==> config.mk <==
export PLATFORM = sky130hd
export DESIGN_NAME = telemetry_ascii_framer_flat
export DESIGN_NICKNAME = d
export VERILOG_FILES = /design/src/rtl/tafr_pkg.sv /design/src/rtl/tafr_in_if.sv /design/src/rtl/tafr_out_if.sv /design/src/rtl/telemetry_ascii_framer.sv /design/src/rtl/tafr_ctrl.sv /design/src/rtl/tafr_dp.sv /design/src/flat_wrapper.sv
export SDC_FILE = /design/constraint.sdc
export NUM_CORES = 1
export LEC_CHECK = 0
export BUFFER_PORTS_ARGS = -buffer_cell sky130_fd_sc_hd__buf_2
export CAP_MARGIN = 5
export CORE_AREA = 2 2 138 140
export DETAILED_ROUTE_END_ITERATION = 12
export DIE_AREA = 0 0 140 142
export GPL_ROUTABILITY_DRIVEN = 0
export PLACE_DENSITY = 0.75
export SLEW_MARGIN = 40
export SYNTH_ARGS = -nofsm -noshare
export SYNTH_HDL_FRONTEND = slang
export SYNTH_SLANG_ARGS = --single-unit
==> constraint.sdc <==
create_clock -name clk -period 6.3 [get_ports clk]
set_input_delay 1.26 -clock clk [delete_from_list [all_inputs] [get_ports clk]]
set_output_delay 1.26 -clock clk [all_outputs]
set_load 0.01 [all_outputs]
==> src/rtl/tafr_pkg.sv <==
// shared types, constants and helper functions for the telemetry ascii framer
// no dependencies; compiled before every other file of the block
`timescale 1ns / 1ps

package tafr_pkg;

  localparam int VAL_W      = 16;
  localparam int NUM_VALS   = 4;
  localparam int DEC_DIGITS = 5;
  localparam int BCD_W      = DEC_DIGITS * 4;
  localparam int CHAR_W     = 7;
  localparam int FRAME_LEN  = 40;
  localparam int POS_W      = $clog2(FRAME_LEN);
  localparam int CONV_W     = $clog2(VAL_W);
  localparam int VIDX_W     = $clog2(NUM_VALS);
  localparam int DIG_W      = $clog2(DEC_DIGITS);

  typedef logic [POS_W-1:0]  pos_t;
  typedef logic [CHAR_W-1:0] char_t;
  typedef logic [BCD_W-1:0]  bcd_t;
  typedef logic [VAL_W-1:0]  val_t;
  typedef logic [CONV_W-1:0] conv_cnt_t;

  localparam pos_t      POS_LAST  = pos_t'(FRAME_LEN - 1);
  localparam conv_cnt_t CONV_LAST = conv_cnt_t'(VAL_W - 1);

  // ascii codes used in the frame
  localparam char_t CH_LT    = 7'h3C;
  localparam char_t CH_GT    = 7'h3E;
  localparam char_t CH_BAR   = 7'h7C;
  localparam char_t CH_COMMA = 7'h2C;
  localparam char_t CH_CR    = 7'h0D;
  localparam char_t CH_LF    = 7'h0A;
  localparam char_t CH_0     = 7'h30;
  localparam char_t CH_A     = 7'h41;
  localparam char_t CH_T     = 7'h54;
  localparam char_t CH_H     = 7'h48;
  localparam char_t CH_R     = 7'h52;
  localparam char_t CH_L     = 7'h4C;
  localparam char_t CH_X     = 7'h58;
  localparam char_t CH_G     = 7'h47;

  typedef enum logic [1:0] {
    ST_IDLE,
    ST_CONV,
    ST_EMIT
  } state_t;

  typedef enum logic [1:0] {
    SLOT_LIT,
    SLOT_DIG,
    SLOT_CSH,
    SLOT_CSL
  } slot_kind_t;

  typedef struct packed {
    slot_kind_t          kind;
    char_t               lit;
    logic [VIDX_W-1:0]   val_idx;
    logic [DIG_W-1:0]    dig_idx;
    logic                body;
  } slot_t;

  typedef struct packed {
    logic load;
    logic conv_step;
    logic emit_step;
    pos_t pos;
  } dp_cmd_t;

  typedef struct packed {
    logic out_free;
  } dp_stat_t;

  // frame template: one slot per position, digit slots may be skipped
  function automatic slot_t slot_info(pos_t pos);
    slot_t s;
    pos_t  d;
    s.kind    = SLOT_LIT;
    s.lit     = CH_LF;
    s.val_idx = '0;
    s.dig_idx = '0;
    s.body    = (pos >= pos_t'(1)) && (pos <= pos_t'(33));
    d         = '0;
    case (pos) inside
      0:                   s.lit = CH_LT;
      1:                   s.lit = CH_T;
      [2:6]: begin
        s.kind    = SLOT_DIG;
        s.val_idx = VIDX_W'(0);
        d         = pos - pos_t'(2);
      end
      7, 14, 21, 24, 27:   s.lit = CH_COMMA;
      8:                   s.lit = CH_H;
      [9:13]: begin
        s.kind    = SLOT_DIG;
        s.val_idx = VIDX_W'(1);
        d         = pos - pos_t'(9);
      end
      15:                  s.lit = CH_R;
      [16:20]: begin
        s.kind    = SLOT_DIG;
        s.val_idx = VIDX_W'(2);
        d         = pos - pos_t'(16);
      end
      22:                  s.lit = CH_L;
      23, 26:              s.lit = CH_0;
      25:                  s.lit = CH_X;
      28:                  s.lit = CH_G;
      [29:33]: begin
        s.kind    = SLOT_DIG;
        s.val_idx = VIDX_W'(3);
        d         = pos - pos_t'(29);
      end
      34:                  s.lit = CH_BAR;
      35:                  s.kind = SLOT_CSH;
      36:                  s.kind = SLOT_CSL;
      37:                  s.lit = CH_GT;
      38:                  s.lit = CH_CR;
      default:             s.lit = CH_LF;
    endcase
    s.dig_idx = d[DIG_W-1:0];
    return s;
  endfunction

  // uppercase hex digit
  function automatic char_t hex_char(logic [3:0] n);
    char_t c;
    if (n < 4'd10) begin
      c = CH_0 + char_t'(n);
    end else begin
      c = CH_A + char_t'(n - 4'd10);
    end
    return c;
  endfunction

endpackage

==> src/rtl/tafr_in_if.sv <==
// request channel: valid/ready handshake with four 16-bit sensor readings
// depends on tafr_pkg
`timescale 1ns / 1ps

interface tafr_in_if;
  import tafr_pkg::*;

  logic valid;
  logic ready;
  val_t temperature_tenths;
  val_t humidity_tenths;
  val_t rear_distance_cm;
  val_t gas_reading;

  modport source (
    output valid, temperature_tenths, humidity_tenths, rear_distance_cm, gas_reading,
    input  ready
  );

  modport sink (
    input  valid, temperature_tenths, humidity_tenths, rear_distance_cm, gas_reading,
    output ready
  );
endinterface

==> src/rtl/tafr_out_if.sv <==
// character channel: valid/ready handshake with one ascii character and end flag
// depends on tafr_pkg
`timescale 1ns / 1ps

interface tafr_out_if;
  import tafr_pkg::*;

  logic  valid;
  logic  ready;
  char_t out_char;
  logic  frame_end;

  modport source (
    output valid, out_char, frame_end,
    input  ready
  );

  modport sink (
    input  valid, out_char, frame_end,
    output ready
  );
endinterface

==> src/rtl/telemetry_ascii_framer.sv <==
// top level of the telemetry ascii framer
// depends on tafr_pkg, tafr_in_if, tafr_out_if, tafr_ctrl and tafr_dp
`timescale 1ns / 1ps

// usage
// - in_ch takes one item: four unsigned 16-bit readings (temperature, humidity,
//   rear distance, gas); it is taken at a clock edge with valid and ready high
// - out_ch returns the frame '<' T..,H..,R..,L0,X0,G.. '|' HH '>' CR LF one
//   character per item, frame_end set on the closing line feed
// - HH is the xor of the body characters as two uppercase hex digits
// sequence
// - after an item is taken, the bcd conversion runs in the four
//   double-dabble shifters, then a 40-slot frame template is walked one slot
//   per cycle while the output register can take a character; leading zero
//   digit slots are walked but emit nothing
// - in_ch.ready is high only while idle: one request at a time
// reset
// - synchronous active low rst_n returns the sequencer to idle and empties the
//   output register; no other state is kept between items
// stall
// - a character waits in the output register while out_ch.ready is low and
//   the template walk halts until it is taken
module telemetry_ascii_framer (
  input  logic      clk,
  input  logic      rst_n,
  tafr_in_if.sink   in_ch,
  tafr_out_if.source out_ch
);
  import tafr_pkg::*;

  dp_cmd_t  cmd;
  dp_stat_t stat;

  // sequencer
  tafr_ctrl u_ctrl (
    .clk      (clk),
    .rst_n    (rst_n),
    .in_valid (in_ch.valid),
    .in_ready (in_ch.ready),
    .cmd      (cmd),
    .stat     (stat)
  );

  // conversion, character generation and output register
  tafr_dp u_dp (
    .clk                (clk),
    .rst_n              (rst_n),
    .cmd                (cmd),
    .stat               (stat),
    .temperature_tenths (in_ch.temperature_tenths),
    .humidity_tenths    (in_ch.humidity_tenths),
    .rear_distance_cm   (in_ch.rear_distance_cm),
    .gas_reading        (in_ch.gas_reading),
    .out_valid          (out_ch.valid),
    .out_ready          (out_ch.ready),
    .out_char           (out_ch.out_char),
    .out_frame_end      (out_ch.frame_end)
  );

endmodule

==> src/rtl/tafr_ctrl.sv <==
// sequencer for the framer: idle, binary to bcd conversion, character emission
// depends on tafr_pkg; drives the datapath through dp_cmd_t
`timescale 1ns / 1ps

module tafr_ctrl (
  input  logic               clk,
  input  logic               rst_n,
  input  logic               in_valid,
  output logic               in_ready,
  output tafr_pkg::dp_cmd_t  cmd,
  input  tafr_pkg::dp_stat_t stat
);
  import tafr_pkg::*;

  state_t    state_r, state_nxt;
  conv_cnt_t cnt_r, cnt_nxt;
  pos_t      pos_r, pos_nxt;

  always_ff @(posedge clk) begin
    if (!rst_n) begin
      state_r <= ST_IDLE;
      cnt_r   <= '0;
      pos_r   <= '0;
    end else begin
      state_r <= state_nxt;
      cnt_r   <= cnt_nxt;
      pos_r   <= pos_nxt;
    end
  end

  // next state and counters
  always_comb begin
    state_nxt = state_r;
    cnt_nxt   = cnt_r;
    pos_nxt   = pos_r;
    unique case (state_r)
      ST_IDLE: begin
        cnt_nxt = '0;
        if (in_valid) begin
          state_nxt = ST_CONV;
        end
      end
      ST_CONV: begin
        cnt_nxt = cnt_r + conv_cnt_t'(1);
        pos_nxt = '0;
        if (cnt_r == CONV_LAST) begin
          state_nxt = ST_EMIT;
        end
      end
      ST_EMIT: begin
        if (stat.out_free) begin
          pos_nxt = pos_r + pos_t'(1);
          if (pos_r == POS_LAST) begin
            state_nxt = ST_IDLE;
          end
        end
      end
      default: state_nxt = ST_IDLE;
    endcase
  end

  // outputs
  always_comb begin
    in_ready      = 1'b0;
    cmd.load      = 1'b0;
    cmd.conv_step = 1'b0;
    cmd.emit_step = 1'b0;
    cmd.pos       = pos_r;
    unique case (state_r)
      ST_IDLE: begin
        in_ready = 1'b1;
        cmd.load = in_valid;
      end
      ST_CONV: cmd.conv_step = 1'b1;
      ST_EMIT: cmd.emit_step = stat.out_free;
      default: in_ready = 1'b0;
    endcase
  end

  a_load_starts_conv: assert property (@(posedge clk) disable iff (!rst_n)
    cmd.load |=> (state_r == ST_CONV) && (cnt_r == '0))
    else $error("load did not start conversion");

  a_conv_to_emit: assert property (@(posedge clk) disable iff (!rst_n)
    (state_r == ST_CONV) && (cnt_r == CONV_LAST) |=> (state_r == ST_EMIT) && (pos_r == '0))
    else $error("conversion did not hand over to emission at position zero");

  a_frame_done: assert property (@(posedge clk) disable iff (!rst_n)
    (state_r == ST_EMIT) && stat.out_free && (pos_r == POS_LAST) |=> (state_r == ST_IDLE))
    else $error("frame end did not return to idle");

  a_no_step_on_stall: assert property (@(posedge clk) disable iff (!rst_n)
    (state_r == ST_EMIT) && !stat.out_free |=> $stable(pos_r))
    else $error("position moved while output was blocked");

endmodule

==> src/rtl/tafr_dp.sv <==
// datapath: four double-dabble converters, frame character generator,
// running checksum and the output register; depends on tafr_pkg
`timescale 1ns / 1ps

module tafr_dp (
  input  logic                clk,
  input  logic                rst_n,
  input  tafr_pkg::dp_cmd_t   cmd,
  output tafr_pkg::dp_stat_t  stat,
  input  tafr_pkg::val_t      temperature_tenths,
  input  tafr_pkg::val_t      humidity_tenths,
  input  tafr_pkg::val_t      rear_distance_cm,
  input  tafr_pkg::val_t      gas_reading,
  output logic                out_valid,
  input  logic                out_ready,
  output tafr_pkg::char_t     out_char,
  output logic                out_frame_end
);
  import tafr_pkg::*;

  bcd_t  bcd_r   [NUM_VALS];
  val_t  bin_r   [NUM_VALS];
  bcd_t  adj     [NUM_VALS];
  bcd_t  bcd_nxt [NUM_VALS];
  val_t  bin_nxt [NUM_VALS];
  val_t  load_val[NUM_VALS];

  logic [CHAR_W-1:0] csum_r;
  logic              out_valid_r;
  char_t             out_char_r;
  logic              out_end_r;

  slot_t             slot;
  bcd_t              sel_bcd;
  bcd_t              upper;
  logic [DIG_W-1:0]  dig_rem;
  logic [DIG_W+1:0]  shamt;
  logic              lead_ok;
  char_t             ch;
  logic              ch_emit;

  assign load_val[0] = temperature_tenths;
  assign load_val[1] = humidity_tenths;
  assign load_val[2] = rear_distance_cm;
  assign load_val[3] = gas_reading;

  // one double-dabble step per value: add-3 on digits >= 5, then shift
  always_comb begin
    for (int v = 0; v < NUM_VALS; v++) begin
      adj[v] = bcd_r[v];
      for (int d = 0; d < DEC_DIGITS; d++) begin
        if (bcd_r[v][4*d +: 4] >= 4'd5) begin
          adj[v][4*d +: 4] = bcd_r[v][4*d +: 4] + 4'd3;
        end
      end
      bcd_nxt[v] = {adj[v][BCD_W-2:0], bin_r[v][VAL_W-1]};
      bin_nxt[v] = {bin_r[v][VAL_W-2:0], 1'b0};
    end
  end

  always_ff @(posedge clk) begin
    for (int v = 0; v < NUM_VALS; v++) begin
      if (cmd.load) begin
        bcd_r[v] <= '0;
        bin_r[v] <= load_val[v];
      end else if (cmd.conv_step) begin
        bcd_r[v] <= bcd_nxt[v];
        bin_r[v] <= bin_nxt[v];
      end
    end
  end

  // character for the current slot; leading zero digits are dropped
  always_comb begin
    slot    = slot_info(cmd.pos);
    sel_bcd = bcd_r[slot.val_idx];
    dig_rem = DIG_W'(DEC_DIGITS - 1) - slot.dig_idx;
    shamt   = {dig_rem, 2'b00};
    upper   = sel_bcd >> shamt;
    lead_ok = (upper != '0) || (slot.dig_idx == DIG_W'(DEC_DIGITS - 1));
    ch      = slot.lit;
    ch_emit = 1'b1;
    case (slot.kind)
      SLOT_LIT: ch = slot.lit;
      SLOT_DIG: begin
        ch      = CH_0 + char_t'(upper[3:0]);
        ch_emit = lead_ok;
      end
      SLOT_CSH: ch = hex_char({1'b0, csum_r[CHAR_W-1:4]});
      SLOT_CSL: ch = hex_char(csum_r[3:0]);
      default:  ch = slot.lit;
    endcase
  end

  // running xor over body characters as they go out
  always_ff @(posedge clk) begin
    if (cmd.load) begin
      csum_r <= '0;
    end else if (cmd.emit_step && ch_emit && slot.body) begin
      csum_r <= csum_r ^ ch;
    end
  end

  always_ff @(posedge clk) begin
    if (!rst_n) begin
      out_valid_r <= 1'b0;
    end else if (cmd.emit_step && ch_emit) begin
      out_valid_r <= 1'b1;
    end else if (out_ready) begin
      out_valid_r <= 1'b0;
    end
  end

  always_ff @(posedge clk) begin
    if (cmd.emit_step && ch_emit) begin
      out_char_r <= ch;
      out_end_r  <= (cmd.pos == POS_LAST);
    end
  end

  assign stat.out_free  = !out_valid_r || out_ready;
  assign out_valid      = out_valid_r;
  assign out_char       = out_char_r;
  assign out_frame_end  = out_end_r;

endmodule

==> src/flat_wrapper.sv <==
// flat-port wrapper written by rule: the top's interface ports become plain ports
module telemetry_ascii_framer_flat import tafr_pkg::*;
  (clk, rst_n, in_ch_valid, in_ch_temperature_tenths, in_ch_humidity_tenths, in_ch_rear_distance_cm, in_ch_gas_reading, in_ch_ready, out_ch_valid, out_ch_out_char, out_ch_frame_end, out_ch_ready);
  tafr_in_if in_ch_i ();
  tafr_out_if out_ch_i ();
  input  logic clk;
  input  logic rst_n;
  input wire logic [$bits(in_ch_i.valid)-1:0] in_ch_valid;
  input wire logic [$bits(in_ch_i.temperature_tenths)-1:0] in_ch_temperature_tenths;
  input wire logic [$bits(in_ch_i.humidity_tenths)-1:0] in_ch_humidity_tenths;
  input wire logic [$bits(in_ch_i.rear_distance_cm)-1:0] in_ch_rear_distance_cm;
  input wire logic [$bits(in_ch_i.gas_reading)-1:0] in_ch_gas_reading;
  output wire logic [$bits(in_ch_i.ready)-1:0] in_ch_ready;
  output wire logic [$bits(out_ch_i.valid)-1:0] out_ch_valid;
  output wire logic [$bits(out_ch_i.out_char)-1:0] out_ch_out_char;
  output wire logic [$bits(out_ch_i.frame_end)-1:0] out_ch_frame_end;
  input wire logic [$bits(out_ch_i.ready)-1:0] out_ch_ready;
  assign in_ch_i.valid = in_ch_valid;
  assign in_ch_i.temperature_tenths = in_ch_temperature_tenths;
  assign in_ch_i.humidity_tenths = in_ch_humidity_tenths;
  assign in_ch_i.rear_distance_cm = in_ch_rear_distance_cm;
  assign in_ch_i.gas_reading = in_ch_gas_reading;
  assign in_ch_ready = in_ch_i.ready;
  assign out_ch_valid = out_ch_i.valid;
  assign out_ch_out_char = out_ch_i.out_char;
  assign out_ch_frame_end = out_ch_i.frame_end;
  assign out_ch_i.ready = out_ch_ready;
  telemetry_ascii_framer u_core (.clk(clk), .rst_n(rst_n), .in_ch(in_ch_i), .out_ch(out_ch_i));
endmodule
==> flow_metrics.py, run 1 <==
metrics = {
    "run_status": {
        "outcome": "finished, violations left",
        "violations": "design-rule violations",
    },
    "layout": {
        "area_delta_synth_final_pct": 10.8,
        "fillCellCount": 1496,
        "drive_gt1_share_pct": 12.7,
        "antennaDiodeCount": 0,
        "fin_nets": 1330,
        "final-instance-count-excl-fill": 1454,
    },
    "global_route": {
        "grt_pass1_vias": 8392,
        "antenna_found_initial": 1,
        "grtUsageTotal_pct": 25.3,
        "met2_usage_pct": 41.0,
        "grt.busiest_layer": "met2",
        "grt_pass1_wl_mm": 40.6,
        "overflow": 0,
        "grtUsageMet3_pct": 5.38,
        "grt_use_met1_pct": 33.3,
        "grt_start_max_net_pins": 89,
    },
    "min_path": {
        "hold_end": "u_core.u_dp.bin_r[2][0]$_SDFFE_PP0P_",
        "hold_depth": 2,
        "hold_start": "u_core.u_dp.bin_r[2][0]$_SDFFE_PP0P_",
        "hp-class": "reg2reg",
    },
    "sta": {
        "slew_viol_final": 0,
        "finalCriticalPeriod_ps": 5730,
        "relSlewSlack_pct": 42.9,
        "setup_violations": 0,
        "hold_viol_final": 0,
        "finClkSkew_ps": 10.6,
        "finalCritPeriodShare_pct": 90.9,
        "rsz0062_at_grt": "no",
        "tns_ps": 0,
        "tightest_slew_ps": 852,
        "fmax_ghz": 0.175,
    },
    "clock_tree": {
        "ctsRootBufferMaster": "clkbuf_16",
        "ctsHoldBuffers": 0,
        "cts_buffer_depth": 2,
        "post_cts_buffers": 0,
        "numCtsBuffers": 17,
        "htree_levels": 4,
        "clk_latency_ps": 440,
        "clk_pin_slew_ps": 80,
        "cts_resized": 0,
        "cts.sinks": 172,
        "cts_tree": "built",
    },
    "synthesis": {
        "synth_nets": 1270,
        "synth_top_area_share_pct": 42.1,
        "synth-edff-count": 151,
        "syn_area_per_cell_sq_um": 9.39,
        "synth.cell_area_sq_mm": 0.0108,
        "synth_area_leader_cell": "edfxtp_1",
        "synth_area_leaders": "edfxtp_1 (42%), nand2_1 (7.4%), ha_1 (6.4%)",
        "async_reset_ff_share_pct": 0,
        "ys.flop_type": "edfxtp_1",
        "yosysWarnings": 0,
        "synth-seq-cells": 172,
        "ys_seq_area_share_pct": 46.0,
        "synth_cell_types": 84,
        "syn-instance-count": 1147,
    },
    "worst_setup_path": {
        "r2r_start": "u_core.u_ctrl.pos_r[1]$_SDFFE_PN0P_",
        "reg2reg_slack_ps": 570,
        "cp_common_cell": "ha_1",
        "slowest_delay_ps": 570,
        "reg2reg_depth": 19,
        "cp-startpoint": "u_core.u_ctrl.pos_r[1]$_SDFFE_PN0P_",
        "crit_fanout": 14,
        "critPathCaptureType": "flop",
        "cp_data_required_time_ps": 6630,
        "path_cells": "inv_1, ha_1, o21ai_0, o21ai_0, a21boi_2, o211ai_1, nor2_2, inv_2, ha_1, ha_1, inv_1, mux4_2, nor2_1, nor4_2, nand4_1, a21oi_2, inv_2, and3_4, mux2i_1",
        "worst-setup-path-type": "reg2reg",
        "crit_arrival_ps": 6060,
        "r2r_end": "u_core.u_dp.csum_r[6]$_SDFFE_PP0P_",
        "crit_slowest_cell": "dfxtp_1",
        "startpoint_type": "flop",
    },
    "place": {
        "dpl.hpwl_mm": 17.5,
        "portBuffers": 77,
        "dpl.cell_count": 1422,
    },
    "run": {
        "drv_cap": 0,
    },
    "floorplan": {
        "die_h_um": 142,
        "start_util_pct": 58.4,
        "die_x_um": 140,
        "die-area_sq_mm": 0.0199,
        "pin_count": 78,
        "row_count": 50,
        "fp.coreArea_sq_mm": 0.0185,
    },
    "detailed_routing": {
        "vias": 8864,
        "drtPass1Iterations": 11,
        "wl_per_cell_um": 17.1,
        "ant_nets": 0,
        "first_iter_violations": 891,
        "viasPerCell": 6.10,
        "drc": 1,
        "wl_mm": 24.9,
    },
    "power": {
        "powerDensity_mw_per_mm2": 254,
        "vdd_drop_max_uv": 202,
        "p_leak_nw": 4.77,
    },
}
## per-stage QoR
stage	setup slack, ps	hold WS, ps	util [%]	total power [mW]	cell area, sq um
floorplan	1290	434	-	1.87	10800
global placement	983	456	61.5	1.99	11300
detailed placement	731	463	61.6	2.01	11400
CTS	719	474	64.7	3.04	11900
global route	183	512	64.7	3.17	11900
finish	573	474	64.7	3.03	11900
## cell usage in the layout (no fill, tap or decap), types with 6 or more instances in the layout
master	Yosys	final
nand2_1	213	212
edfxtp_1	151	151
nor2_1	127	127
a21oi_1	78	78
buf_2	4	77
inv_1	60	60
ha_1	55	55
o21ai_0	43	43
nand2b_1	30	29
nor3_1	27	27
xnor2_1	27	27
mux2i_1	25	25
dfxtp_1	21	20
nand3_1	19	19
clkbuf_16	0	17
a22o_1	16	16
xor2_1	16	16
and2_1	13	13
nand4_1	10	10
a31oi_1	10	10
buf_4	5	10
a211oi_1	9	9
a32oi_1	8	8
and3_1	8	8
nor2b_1	8	7
o211ai_1	7	7
or3_1	7	7
o21a_1	6	6
a21boi_0	6	6
## routing by layer
metal	wire (um)	part of all wire [%]	up-vias
li1	-	-	4232
met1	10800	43	4172
met2	11700	47	386
met3	1680	6.8	72
met4	730	2.9	2
met5	13	0.052	-
## worst max-delay path, delay by kind of cell (launching register included)
kind / cells / cell delay (ps)
AO/OA/AOI/OAI: 5 / 1640
adder cells (fa/ha/maj): 3 / 1010
buffers and inverters: 4 / 740
flip-flops: 1 / 570
multiplexers: 2 / 460
AND/OR/NAND/NOR: 5 / 1170
## flip-flops by register name, summed over array words and instances, names as in the netlist
| name | count |
|---|---|
| u_core.u_dp.csum_r | 7 |
| u_core.u_ctrl.pos_r | 6 |
| u_core.u_ctrl.cnt_r | 4 |
| u_core.u_dp.out_frame_end | 1 |
| u_core.u_dp.out_valid | 1 |
| u_core.u_dp.out_char | 7 |
| u_core.u_dp.bin_r | 64 |
| u_core.u_dp.bcd_r | 80 |
| u_core.u_ctrl.state_r | 2 |
## Yosys cell counts, types with 4 or more instances
cell and number:
nand4_1 10, edfxtp_1 151, xor2_1 16, nand2b_1 30, o211ai_1 7, inv_1 60, o221ai_1 4, mux2i_1 25
or3_1 7, nor2b_1 8, o21ai_0 43, mux2_2 5, nand2_1 213, o22ai_1 5, dfxtp_1 21, o21a_1 6
o31ai_1 5, xnor2_1 27, a21boi_0 6, and3_1 8, and2_1 13, nor3_1 27, nor2_1 127, ha_1 55
nor4_1 5, mux4_2 5, buf_2 4, nand3_1 19, a31oi_1 10, clkbuf_1 33, a32oi_1 8, a211oi_1 9
buf_4 5, a21oi_1 78, a22o_1 16
## worst max path at each step
stage / end / slack [ps]
detailed placement: u_core.u_dp.csum_r[6]$_SDFFE_PP0P_ / 730
floorplan: u_core.u_dp.bcd_r[0][0]$_SDFFCE_PN0P_ / 1290
finish: u_core.u_dp.csum_r[6]$_SDFFE_PP0P_ / 570
CTS: u_core.u_dp.csum_r[6]$_SDFFE_PP0P_ / 720
global placement: u_core.u_dp.csum_r[6]$_SDFFE_PP0P_ / 980
global route: u_core.u_dp.csum_r[6]$_SDFFE_PP0P_ / 180
## final cells by class
type | instances | area (sq um) | share of cell area [%]
well taps | 234 | 293 | 2.45
clock inverters | 15 | 150 | 1.26
inverters | 62 | 233 | 1.95
clock buffers | 17 | 425 | 3.56
multi-input cells | 866 | 5410 | 45.3
repair buffers | 88 | 472 | 3.95
flip-flops and latches | 172 | 4960 | 41.5
## kinds of logic after synthesis
family,Yosys count,synth area share [%]
fa+ha+maj,55,6.39
simple gates,493,20.9
compound gates,239,14.9
buf+inv,109,4.16
flops,172,46.0
xor+xnor,43,3.50
mux,36,4.13
## where the power goes
part	internal (mW)	switching, mW
Clock	0.528	0.514
Sequential	1.40	0.102
Combinational	0.195	0.293
Total	2.12	0.909
(Power assumes the default switching activity.)
==> run 2, diff against run 1 <==
clock period = 6.2 ns   (was 6.3 ns; I/O delays follow)
==> run 2 against run 1 <==
Net effect: the flow still finishes with violations (design-rule violations); wire length up 0.62%; hold slack got worse by 15 ps; die area is the same; via count down 0.35%; count of clock-buffer cells in the layout grew 1; flip-flop and latch count is the same; register-to-register slack got worse by 190 ps; first-iteration DRC count rose by 4.7%; critical endpoint unchanged; highest routed layer is now met4.
==> flow_metrics.py, run 2 (synthesis gave the netlist of run 1 again) <==
metrics = {
    "floorplan": {
        "die_x_um": 140,
        "die-area_sq_mm": 0.0199,
        "start_util_pct": 58.4,
        "die_h_um": 142,
        "fp.coreArea_sq_mm": 0.0185,
        "pin_count": 78,
        "row_count": 50,
    },
    "worst_setup_path": {
        "reg2reg_slack_ps": 390,
        "endpoint": "u_core.u_dp.csum_r[6]$_SDFFE_PP0P_",
        "reg2reg_depth": 19,
        "r2r_start": "u_core.u_ctrl.pos_r[0]$_SDFFE_PN0P_",
        "worst-setup-path-type": "reg2reg",
        "r2r_end": "u_core.u_dp.csum_r[6]$_SDFFE_PP0P_",
        "cp_data_required_time_ps": 6530,
        "startpoint_type": "flop",
        "cp-startpoint": "u_core.u_ctrl.pos_r[0]$_SDFFE_PN0P_",
        "critPathCaptureType": "flop",
        "crit_arrival_ps": 6140,
        "crit_fanout": 14,
    },
    "sta": {
        "finalCriticalPeriod_ps": 5810,
        "fmax_ghz": 0.172,
        "fin_hold_ws_ps": 460,
        "hold_viol_final": 0,
        "finalCritPeriodShare_pct": 93.8,
        "rsz0062_at_grt": "no",
        "finClkSkew_ps": 15.1,
        "tightest_slew_ps": 889,
        "slew_viol_final": 0,
        "tns_ps": 0,
        "relSlewSlack_pct": 40.7,
        "setup_violations": 0,
        "worst_slack_ps": 386,
    },
    "run_status": {
        "outcome": "finished, violations left",
        "violations": "design-rule violations",
    },
    "power": {
        "p_leak_nw": 4.78,
        "design_power_total_mw": 3.09,
        "vdd_drop_max_uv": 189,
        "powerDensity_mw_per_mm2": 259,
    },
    "run": {
        "drv_cap": 0,
    },
    "clock_tree": {
        "cts_tree": "built",
        "post_cts_buffers": 0,
        "cts.sinks": 172,
        "htree_levels": 4,
        "cts_buffer_depth": 2,
        "clk_latency_ps": 450,
        "numCtsBuffers": 17,
        "clk_pin_slew_ps": 80,
        "cts_resized": 0,
        "ctsRootBufferMaster": "clkbuf_16",
        "ctsHoldBuffers": 0,
    },
    "layout": {
        "largest_reg_flops": 80,
        "regMostFlops": "u_core.u_dp.bcd_r",
        "area_delta_synth_final_pct": 10.8,
        "final_common_cell": "nand2_1",
        "drive_gt1_share_pct": 12.6,
        "top_regs": "u_core.u_dp.bcd_r x80, u_core.u_dp.bin_r x64",
        "fillCellCount": 1484,
        "antennaDiodeCount": 0,
        "final_cell_mix": "nand2_1 (212), edfxtp_1 (151), nor2_1 (127)",
        "fin_nets": 1329,
    },
    "detailed_routing": {
        "vias": 8833,
        "wl_mm": 25.1,
        "drtPass1Iterations": 12,
        "first_iter_violations": 933,
        "wl_per_cell_um": 17.2,
        "viasPerCell": 6.08,
        "drc": 1,
        "ant_nets": 0,
    },
    "global_route": {
        "grt_pass1_vias": 8284,
        "overflow": 0,
        "grt_start_max_net_pins": 127,
        "grtUsageTotal_pct": 25.6,
        "grt_pass1_wl_mm": 40.8,
        "antenna_found_initial": 0,
    },
    "place": {
        "portBuffers": 77,
        "dpl.hpwl_mm": 17.0,
        "dp_slack_ps": 627,
    },
    "min_path": {
        "hold_start": "u_core.u_dp.bin_r[2][0]$_SDFFE_PP0P_",
        "hp-class": "reg2reg",
    },
}
==> run 2: cell types whose count changed in the layout (fill, tap and decap cells not counted) <==
cell,previous run,this run
clkinv_8,2,1
buf_12,0,1
clkinvlp_4,2,1
clkbuf_8,0,1
inv_6,5,3
inv_8,4,6
clkinv_4,1,2
buf_4,10,8
nand2_4,0,1
nand2_8,1,0
==> run 2: cell type report <==
cell class,instances,area (sq um),area share (%)
multi-input combinational,866,5400,45.2
sequential,172,4960,41.5
timing repair buffer,87,477,3.99
clock buffer,18,439,3.68
tap,234,293,2.45
inverter,62,233,1.95
clock inverter,14,140,1.17
==> run 2: stage by stage <==
| stage | instances | util (%) | area, sq um |
|---|---|---|---|
| 2_1_floorplan | 1147 | - | 10800 |
| 3_3_place_gp | 1421 | 61.5 | 11400 |
| 3_5_place_dp | 1421 | 61.5 | 11400 |
| 4_1_cts | 1453 | 64.7 | 11900 |
| 5_1_grt | 1453 | 64.7 | 11900 |
| 6_report | 1453 | 64.7 | 11900 |
==> run 2: routing by layer <==
metal / routed length (um) / global-route usage [%] / vias up
met2: 11600 / 41.5 / 339
met1: 11000 / 33.7 / 4171
met3: 1700 / 6.36 / 86
met4: 804 / 9.52 / 0
li1: - / - / 4237
met5: 0 / 0 / -
==> run 2: where the power goes <==
| group | switching, mW | internal [mW] |
|---|---|---|
| clock | 0.526 | 0.548 |
| combinational | 0.296 | 0.199 |
| sequential | 0.102 | 1.42 |
| total | 0.924 | 2.17 |
==> run 2: worst max-delay path, stage by stage, from the launching register on <==
cell and delay [ps]:
dfxtp_1 530, inv_1 170, ha_1 360, mux2_2 340
a32oi_1 220, a21boi_2 530, o211ai_1 280, nor2_2 390
inv_2 190, ha_1 240, ha_1 400, inv_1 170
mux4_2 370, nor2_1 50, nor4_2 430, nand4_1 170
a21oi_2 340, inv_2 210, and3_4 200, mux2i_1 110
==> run 2: how the worst min path moves through the flow <==
stage / endpoint / slack (ps) / cells past startpoint
after floorplan: u_core.u_dp.csum_r[5]$_SDFFE_PP0P_ / 430 / 1
after global placement: u_core.u_dp.bin_r[2][0]$_SDFFE_PP0P_ / 450 / 2
after detailed placement: u_core.u_dp.bin_r[2][0]$_SDFFE_PP0P_ / 450 / 2
after CTS: u_core.u_dp.bin_r[2][0]$_SDFFE_PP0P_ / 460 / 2
after global routing: u_core.u_dp.bin_r[2][0]$_SDFFE_PP0P_ / 490 / 2
final: u_core.u_dp.bin_r[2][0]$_SDFFE_PP0P_ / 460 / 2
==> run 3, diff against run 2 <==
CORE_AREA = 2 2 179 181   (was 2 2 138 140)
DIE_AREA = 0 0 181 183   (was 0 0 140 142)
PLACE_DENSITY = 0.48   (was 0.75)
==> run 3 against run 2 <==
Net effect: the run now ends clean; register-to-register slack better by 140 ps; wire length grew 11%; count of clock-buffer cells in the layout is 1 lower; die area grew 67%; first-iteration DRC count fell by 29%; sequential power barely moved; total power is 0.52% higher; clock power barely moved; hold slack better by 2.6 ps; final cell count is 12% higher; utilization decreased by 26 points; largest power group unchanged.
==> flow_metrics.py, run 3 (synthesis gave the netlist of run 1 again) <==
metrics = {
    "floorplan": {
        "die_h_um": 183,
        "fp.coreArea_sq_mm": 0.0312,
        "die_x_um": 181,
        "pin_count": 78,
        "die-area_sq_mm": 0.0331,
        "row_count": 65,
        "start_util_pct": 34.5,
    },
    "run_status": {
        "outcome": "complete, no violations",
    },
    "detailed_routing": {
        "drc": 0,
        "wl_per_cell_um": 17.2,
        "wl_mm": 27.9,
        "viasPerCell": 5.26,
        "vias": 8551,
        "ant_nets": 0,
        "first_iter_violations": 665,
        "drtPass1Iterations": 5,
    },
    "clock_tree": {
        "clk_pin_slew_ps": 80,
        "ctsHoldBuffers": 0,
        "cts_resized": 0,
        "cts_buffer_depth": 2,
        "numCtsBuffers": 17,
        "clk_latency_ps": 450,
        "cts_tree": "built",
        "cts.sinks": 172,
        "post_cts_buffers": 0,
        "ctsRootBufferMaster": "clkbuf_16",
        "htree_levels": 4,
    },
    "global_route": {
        "grt_start_max_net_pins": 76,
        "grt_pass1_wl_mm": 44.9,
        "overflow": 0,
        "grtUsageTotal_pct": 17.1,
        "antenna_found_initial": 1,
        "grt_pass1_vias": 8200,
    },
    "place": {
        "portBuffers": 77,
        "dp_slack_ps": 604,
        "dpl.hpwl_mm": 19.7,
    },
    "layout": {
        "fillCellCount": 3184,
        "final_cell_mix": "nand2_1 (212), edfxtp_1 (151), nor2_1 (127)",
        "antennaDiodeCount": 0,
        "top_regs": "u_core.u_dp.bcd_r x80, u_core.u_dp.bin_r x64",
        "final_common_cell": "nand2_1",
        "largest_reg_flops": 80,
        "fin_nets": 1334,
        "regMostFlops": "u_core.u_dp.bcd_r",
        "area_delta_synth_final_pct": 13.1,
        "drive_gt1_share_pct": 12.9,
    },
    "sta": {
        "relSlewSlack_pct": 45.6,
        "rsz0062_at_grt": "no",
        "worst_slack_ps": 529,
        "finClkSkew_ps": 18.0,
        "finalCritPeriodShare_pct": 91.5,
        "setup_violations": 0,
        "tightest_slew_ps": 817,
        "fmax_ghz": 0.176,
        "tns_ps": 0,
        "slew_viol_final": 0,
        "hold_viol_final": 0,
        "finalCriticalPeriod_ps": 5670,
    },
    "worst_setup_path": {
        "worst-setup-path-type": "reg2reg",
        "crit_fanout": 14,
        "cp_data_required_time_ps": 6530,
        "startpoint_type": "flop",
        "critPathCaptureType": "flop",
        "crit_arrival_ps": 6000,
    },
    "power": {
        "p_leak_nw": 4.79,
        "design_power_total_mw": 3.11,
        "vdd_drop_max_uv": 176,
        "powerDensity_mw_per_mm2": 255,
    },
    "min_path": {
        "hp-class": "reg2reg",
    },
    "run": {
        "drv_cap": 0,
    },
}
## run 3: cell types whose count changed in the layout (fill, tap and decap cells not counted), sizes merged
cell,previous run,this run
bufinv,0,1
clkinvlp,1,2
clkbuf,18,17
inv,71,70
buf,87,92
## run 3: where the power goes
group	internal, mW	switching [mW]
Combinational	0.198	0.297
Sequential	1.42	0.105
Clock	0.567	0.519
## run 3: cell type report
type / count / area (sq um) / area share [%]
clock buffer: 17 / 425 / 3.49
clock inverter: 15 / 150 / 1.23
inverter: 62 / 233 / 1.91
multi-input combinational: 866 / 5410 / 44.4
sequential: 172 / 4960 / 40.7
tap: 402 / 503 / 4.13
timing repair buffer: 92 / 510 / 4.19
## run 3: per-stage QoR
stage	util (%)	cell area, sq um	std cells	hold WS [ps]
2_1_floorplan	-	10800	1147	434
3_3_place_gp	37.2	11600	1594	457
3_5_place_dp	37.2	11600	1594	454
4_1_cts	39.0	12200	1626	465
5_1_grt	39.0	12200	1626	494
6_report	39.0	12200	1626	462
## run 3: worst max-delay path: stages (launching register included)
cell      delay [ps]
dfxtp_1          500
inv_1            180
ha_1             360
mux2_2           330
a32oi_1          190
a21boi_2         470
o211ai_1         260
nor2_2           420
inv_2            210
ha_1             450
inv_1            200
o21ai_0          260
a211o_1          170
nand4b_1         170
o41ai_2          370
nand4_1          140
a21oi_2          330
inv_2            210
and3_4           200
mux2i_1          100
## run 3: metal layers
metal  part of all wire (%)  up-vias  wire length [um]  GRT usage, %
met3                    4.4       41              1230          3.32
met4                    1.8        2               504          5.56
met2                     45      207             12700          27.0
met5                  0.039        -                11             0
met1                     48     4065             13500          23.7
li1                       -     4236                 -             -
## run 3: final timing paths
check | startpoint | to | slack [ps] | cells after the start
setup reg to reg | u_core.u_ctrl.pos_r[0]$_SDFFE_PN0P_ | u_core.u_dp.csum_r[6]$_SDFFE_PP0P_ | 530 | 19
setup / recovery | u_core.u_ctrl.pos_r[0]$_SDFFE_PN0P_ | u_core.u_dp.csum_r[6]$_SDFFE_PP0P_ | 530 | 19
hold reg to reg | u_core.u_dp.bin_r[2][0]$_SDFFE_PP0P_ | u_core.u_dp.bin_r[2][0]$_SDFFE_PP0P_ | 460 | 2
hold / removal | u_core.u_dp.bin_r[2][0]$_SDFFE_PP0P_ | u_core.u_dp.bin_r[2][0]$_SDFFE_PP0P_ | 460 | 2
